[config.mk]
export PLATFORM = sky130hd
export DESIGN_NAME = bt2d_div_cell
export DESIGN_NICKNAME = d
export VERILOG_FILES = /design/src/rtl/bt2d_pkg.sv /design/src/rtl/bt2d_div_cell.sv
export SDC_FILE = /design/constraint.sdc
export NUM_CORES = 1
export LEC_CHECK = 0
export ABC_AREA = 1
export BUFFER_PORTS_ARGS = -buffer_cell sky130_fd_sc_hd__buf_2
export CORE_AREA = 4 4 340 342
export CTS_BUF_LIST = sky130_fd_sc_hd__clkbuf_8
export CTS_CLUSTER_SIZE = 12
export DETAILED_ROUTE_END_ITERATION = 10
export DIE_AREA = 0 0 344 346
export PLACE_DENSITY = 0.48
export SYNTH_ARGS = -nofsm -noshare
export SYNTH_HDL_FRONTEND = slang
export SYNTH_SLANG_ARGS = --single-unit
[constraint.sdc]
create_clock -name clk -period 0.8 [get_ports clk]
set_input_delay 0.08 -clock clk [delete_from_list [all_inputs] [get_ports clk]]
set_output_delay 0.08 -clock clk [all_outputs]
set_load 0.01 [all_outputs]
[src/rtl/bt2d_pkg.sv]
`timescale 1ns / 1ps
package bt2d_pkg;

    localparam int RangeWidth = 16;
    localparam int PosWidth   = 20;
    localparam int RegCount   = 6;
    localparam int IdxWidth   = 3;

    typedef enum logic [IdxWidth-1:0] {
        REG_ONE_X   = 3'd0,
        REG_ONE_Y   = 3'd1,
        REG_TWO_X   = 3'd2,
        REG_TWO_Y   = 3'd3,
        REG_THREE_X = 3'd4,
        REG_THREE_Y = 3'd5
    } reg_idx_t;

    typedef struct packed {
        logic [RangeWidth-1:0] range_one;
        logic [RangeWidth-1:0] range_two;
        logic [RangeWidth-1:0] range_three;
    } in_beat_t;

    typedef struct packed {
        logic signed [PosWidth-1:0] pos_x;
        logic signed [PosWidth-1:0] pos_y;
        logic                       degenerate;
        logic                       clipped;
    } out_beat_t;

    typedef struct packed {
        logic x_neg;
        logic y_neg;
        logic degenerate;
    } solve_ctl_t;

endpackage

[src/rtl/bt2d_div_cell.sv]
`timescale 1ns / 1ps
module bt2d_div_cell #(
    parameter int NUM_WIDTH = 80,
    parameter int DEN_WIDTH = 36,
    parameter int STEP      = 0
) (
    input  logic                 clk,
    input  logic                 rst_n,
    input  logic                 adv,
    input  logic                 valid_in,
    input  logic [NUM_WIDTH-1:0] num_x_in,
    input  logic [NUM_WIDTH-1:0] num_y_in,
    input  logic [DEN_WIDTH:0]   rem_x_in,
    input  logic [DEN_WIDTH:0]   rem_y_in,
    input  logic [NUM_WIDTH-1:0] quo_x_in,
    input  logic [NUM_WIDTH-1:0] quo_y_in,
    input  logic [DEN_WIDTH-1:0] den_in,
    input  bt2d_pkg::solve_ctl_t ctl_in,
    output logic                 valid_out,
    output logic [NUM_WIDTH-1:0] num_x_out,
    output logic [NUM_WIDTH-1:0] num_y_out,
    output logic [DEN_WIDTH:0]   rem_x_out,
    output logic [DEN_WIDTH:0]   rem_y_out,
    output logic [NUM_WIDTH-1:0] quo_x_out,
    output logic [NUM_WIDTH-1:0] quo_y_out,
    output logic [DEN_WIDTH-1:0] den_out,
    output bt2d_pkg::solve_ctl_t ctl_out
);
    import bt2d_pkg::*;

    localparam int Bit = NUM_WIDTH - 1 - STEP;

    logic [DEN_WIDTH:0] tx;
    logic [DEN_WIDTH:0] ty;
    logic               gx;
    logic               gy;
    logic               valid_reg;
    logic [DEN_WIDTH:0] rem_x_reg;
    logic [DEN_WIDTH:0] rem_y_reg;
    logic [NUM_WIDTH-1:0] quo_x_reg;
    logic [NUM_WIDTH-1:0] quo_y_reg;
    logic [NUM_WIDTH-1:0] num_x_reg;
    logic [NUM_WIDTH-1:0] num_y_reg;
    logic [DEN_WIDTH-1:0] den_reg;
    solve_ctl_t           ctl_reg;

    always_comb
    begin
        tx = {rem_x_in[DEN_WIDTH-1:0], num_x_in[Bit]};
        ty = {rem_y_in[DEN_WIDTH-1:0], num_y_in[Bit]};
        gx = (tx >= {1'b0, den_in});
        gy = (ty >= {1'b0, den_in});
    end

    always_ff @(posedge clk or negedge rst_n)
    begin
        if (!rst_n)
        begin
            valid_reg <= 1'b0;
        end
        else if (adv)
        begin
            valid_reg <= valid_in;
        end
    end

    always_ff @(posedge clk)
    begin
        if (adv)
        begin
            rem_x_reg <= gx ? (tx - {1'b0, den_in}) : tx;
            rem_y_reg <= gy ? (ty - {1'b0, den_in}) : ty;
            quo_x_reg <= {quo_x_in[NUM_WIDTH-2:0], gx};
            quo_y_reg <= {quo_y_in[NUM_WIDTH-2:0], gy};
            num_x_reg <= num_x_in;
            num_y_reg <= num_y_in;
            den_reg   <= den_in;
            ctl_reg   <= ctl_in;
        end
    end

    assign valid_out = valid_reg;
    assign rem_x_out = rem_x_reg;
    assign rem_y_out = rem_y_reg;
    assign quo_x_out = quo_x_reg;
    assign quo_y_out = quo_y_reg;
    assign num_x_out = num_x_reg;
    assign num_y_out = num_y_reg;
    assign den_out   = den_reg;
    assign ctl_out   = ctl_reg;

endmodule

# Yosys cells after proc, flatten, opt, wreduce, memory -nomap -nowiden
# Index checks and enable logic that the tools add are counted.
word_totals:
  register_bits: 434
  inputBits: 437
op_classes:
  n_addsub: 2
  order_cmp: 2
  muxes: 2
ops:
  columns: ["cell", "count"]
  rows:
  - [">= comparator 37 x 36 -> 1 bit", 2]
  - ["2-to-1 mux 37 bit", 2]
  - ["subtractor 37 x 36 -> 37 bit", 2]

# Longest topological paths before layout
logic_depth:
  word_depth: 2
  depth_mapped: 16

# Worst setup path before layout
# Ideal clock, no wire load.
synth_path:
  path_type: "in2reg"
  start: "input num_y_in[79]"
  end: "register rem_y_reg[20], in the netlist rem_y_out[20], data pin"
  setup_time_ns: 0.253
  t_arrival_ns: 1.577
  slack_ns: -1.030
  stages: 13
  path_cell_list: "inv_1 -> ha_1 -> fa_1 -> o21ai_1 -> nand2_1 -> nand2_1 -> nand2_1 -> nand2_1 -> nand2_1 -> nand2_1 -> nand2_1 -> nand3_1 -> nand2_1"
synth_between:
  elab_chain_cells: 2
synth_lines:
  columns: ["element", "line_no", "rtl"]
  rows:
  - ["start: declaration", "bt2d_div_cell.sv:12", "input logic [NUM_WIDTH-1:0] num_y_in,"]
  - ["subtractor 37 x 36 -> 37 bit / >= comparator 37 x 36 -> 1 bit (equally long branches)", "bt2d_div_cell.sv:72, bt2d_div_cell.sv:52", null]
  - ["2-to-1 mux 37 bit (*)", "bt2d_div_cell.sv:72", "rem_y_reg <= gy ? (ty - {1'b0, den_in}) : ty;"]
  - ["end signal: assignment", "bt2d_div_cell.sv:72", null]
  - ["end: declaration", "bt2d_div_cell.sv:39", "logic [DEN_WIDTH:0] rem_y_reg;"]
# Every way passes the cells marked *; elsewhere a longest branch is shown, timed or not.
# A chain may end at the register's enable or synchronous reset.

# Worst setup path in the final report
layout_path:
  start: "input den_in[7]"
  end: "register rem_y_reg[7], in the netlist rem_y_out[7], data pin"
layout_between:
  elab_chain_cells: 2
layout_lines:
  columns: ["element", "line_no", "rtl"]
  rows:
  - ["start: declaration", "bt2d_div_cell.sv:17", "input logic [DEN_WIDTH-1:0] den_in,"]
  - ["subtractor 37 x 36 -> 37 bit / >= comparator 37 x 36 -> 1 bit (equally long branches)", "bt2d_div_cell.sv:72, bt2d_div_cell.sv:52", null]
  - ["2-to-1 mux 37 bit (*)", "bt2d_div_cell.sv:72", null]
# Marked as above.

==> metrics <==
crit-path max FO 8; placed insts 4558; WHS Endpoint num_y_out[79]; Post-synth EDFFs 433; Nets between 4000 and 5000; CP top delay family simple AND/OR/NAND/NOR gates; CTS sink count around 430; hold path start num_y_in[79]; Buf/Inv on CP 5; Total Power between 60 and 70 mW; Slew headroom 0.723; Initial Util 0.175; drt first pass iters 5; FF+latch count, synth around 430; Fin. Hold Viols 6; Cell Chain, Critical Path buf_2 -> inv_4 -> ha_4 -> nand2_2 -> nor2_4 -> nand4_1 -> nor2_1 -> nand2_1 -> nand2_1 -> nor2_4 -> nand2_4 -> buf_12 -> buf_12 -> inv_16 -> nand2_4 -> nand2_2; Hold WS -0.345 ns; post-route clock period utilization 2.02; ANT nets after route 0; maxcap violations 0; status finished with violations; fin crit period between 1.5 and 2 ns; initial antenna violation count 20; Max VDD drop between 1000 and 1500 uV; fmax just over 0.6 GHz; Post-synth ARST share 0.00230; I/O Pins between 800 and 900; syn_area_per_cell ~11 um^2; failing checks negative hold slack, negative setup slack; WP data required 1.24 ns; IO Port Bufs around 870; share of cells above drive strength 1 0.488; worst slew pin tran roughly 0.41 ns; Netlist Area Pre-Place 19600 um^2; Worst path max stage delay just over 0.3 ns; Final setup viols about 1100; clk root buf clkbuf_8; Crit path arrival time approximately 2.1 ns; setup TNS -376.79 ns; total detailed-routing wirelength between 100000 and 150000 um; cts bufs inserted 83; first-pass GRT wire length roughly 150000 um; Die X between 300 and 400 um; via count approximately 21000; Critical Path Sink Type flip-flop; pin count of the biggest net entering global routing 32; total grt overflow 0; area grow syn2layout 102%; Reg2Reg Depth 3; Final Slew Violations 0; final core occ 0.354; Post-DP HPWL 81100 um; Worst Path Class, Setup input pin to flip-flop; setup slack after layout -0.815 ns; Synth area leader edfxtp_1; overall die area 119000 um^2; Final Skew 0 ns; overall routing resource usage 0.173; Cell Area, Placed between 20000 and 30000 um^2; CTS tree done; count of cell types in the netlist 32; Synth Flop Type edfxtp_1; Hold Crit Class input pin to flip-flop; H-tree depth 3; number of global-route vias before repair approximately 22000; Critical-path top delay cell nand4_1; Startpoint Class input pin; drt drc 0; Core ar. around 110000 um^2; clock tree buffer depth 3; Lkg Pwr 18.1 nW; post-place setup slack -1.56 ns; Power Dens Cells about 1800 nW/um^2; end of the worst register-to-register path valid_out; number of core rows approximately 120; Clock Latency Late Sink around 0.69 ns; Routed WL per cell between 20 and 25 um; Area contributors post-synth edfxtp_1 66%, nand2_1 13%, inv_1 4.7%, ha_1 4.6%, nor2_1 2.8%; Finished Cell Area slightly below 40000 um^2; initial DRC count 974; Hold Path Stages 1; Avg Vias per Cell slightly below 4; RSZ-0062 raised after global routing true; clock slew at reported path FFs 0.06 ns; Final GP Congestion around 0.96; FF-to-FF setup slack -0.20 ns; Post-Syn Nets ~2300; post-synth top area share 0.662; Reg2Reg Launch Point valid_out; Mapped Cells between 1500 and 2000; Die H about 350 um; YS warnings 0; fin cells approximately 5300; sequential element share of the synthesized area 0.663
-- power breakdown --
group | switching [mW] | internal [mW]
registers | 0.830 | 27.5
logic | 9.96 | 9.65
clock network | 10.6 | 11.1
-- worst max path at each step --
| stage | start | end | slack, ns | cells past startpoint |
|---|---|---|---|---|
| floorplan | den_in[11] | rem_x_out[10] | -0.88 | 14 |
| global placement | den_in[34] | rem_x_out[29] | -1.55 | 16 |
| detailed placement | den_in[34] | rem_y_out[28] | -1.56 | 16 |
| CTS | quo_y_out[72] | quo_y_out[72] | -0.83 | 2 |
| global route | quo_y_out[72] | quo_y_out[72] | -0.83 | 2 |
| finish | den_in[7] | rem_y_out[7] | -0.81 | 16 |
-- layout make-up --
cell class,instances,area (um^2)
diodes,10,25.0
clock buffers,83,1140
clock inverters,64,435
fillers,11200,72600
inverters,250,1030
multi-input cells,1137,7930
flip-flops and latches,434,13000
well taps,1500,1880
repair buffers,1846,14200
repair inverters,6,104
-- worst reg2reg max path: cells and delay by family (launching register included) --
| family | cells | cell delay [ns] |
|---|---|---|
| flip-flops | 1 | 0.39 |
| multiplexers | 1 | 0.25 |
| buffers and inverters | 2 | 0.25 |
-- cell usage after synthesis (all sizes together), types with 2 or more instances --
cell type	number
edfxtp	433
fa	2
nand2	663
xor2	36
and2	2
o21bai	6
o21ai	17
ha	72
inv	250
nand3	81
nand4	10
o21a	2
buf	15
nand3b	21
xnor2	2
a21oi	50
nor2	153
a31oi	2
nor3	16
-- cell families (layout without fill, tap and decap cells) --
kind of cell | count (synthesis) | in the layout | share of synthesized area
flops | 434 | 434 | 0.663
compound gates | 77 | 77 | 0.0211
mux | 1 | 1 | 0.000573
simple gates | 947 | 947 | 0.197
xor+xnor | 38 | 38 | 0.0169
fa+ha+maj | 74 | 74 | 0.0479
buf+inv | 265 | 2249 | 0.0536
other cells | 0 | 10 | 0
-- state kept, by name (all words and copies together), names as in the netlist --
register and count:
rem_y_out 37, ctl_out 3, num_x_out 80, den_out 36
num_y_out 80, valid_out 1, quo_x_out 80, rem_x_out 37
quo_y_out 80
-- placed cells by master, fill, tap and decap left out, drive strengths merged, types with 2 or more instances in the layout --
master          n
a21oi          50
a31oi           2
and2            2
buf          1297
bufinv          4
clkbuf         83
clkinv         35
clkinvlp        5
diode          10
dlygate4sd3   548
edfxtp        433
fa              2
ha             72
inv           276
nand2         663
nand3          81
nand3b         21
nand4          10
nor2          153
nor3           16
o21a            2
o21ai          17
o21bai          6
xnor2           2
xor2           36
-- timing repair --
action | 4_1_cts | 5_1_grt
hold buffers | 540 | 10
buffers inserted | 49 | 22
setup endpoints to repair | 510 | 953
gates resized for setup | 432 | 268
hold endpoints to repair | 822 | 283
gates cloned | 13 | 0
pin swaps | 103 | 70
-- routing by layer --
metal  wire length [um]  share of wire  vias to the layer above  global-route usage
li1                   -              -                     9938                   -
met1              38000           0.35                    10100               0.174
met2              58000           0.54                      776               0.333
met3               6600          0.061                      212              0.0379
met4               5450          0.050                        2              0.0808
met5                 13        0.00012                        -                   0
Note: power is estimated with default switching activity, not from simulation.
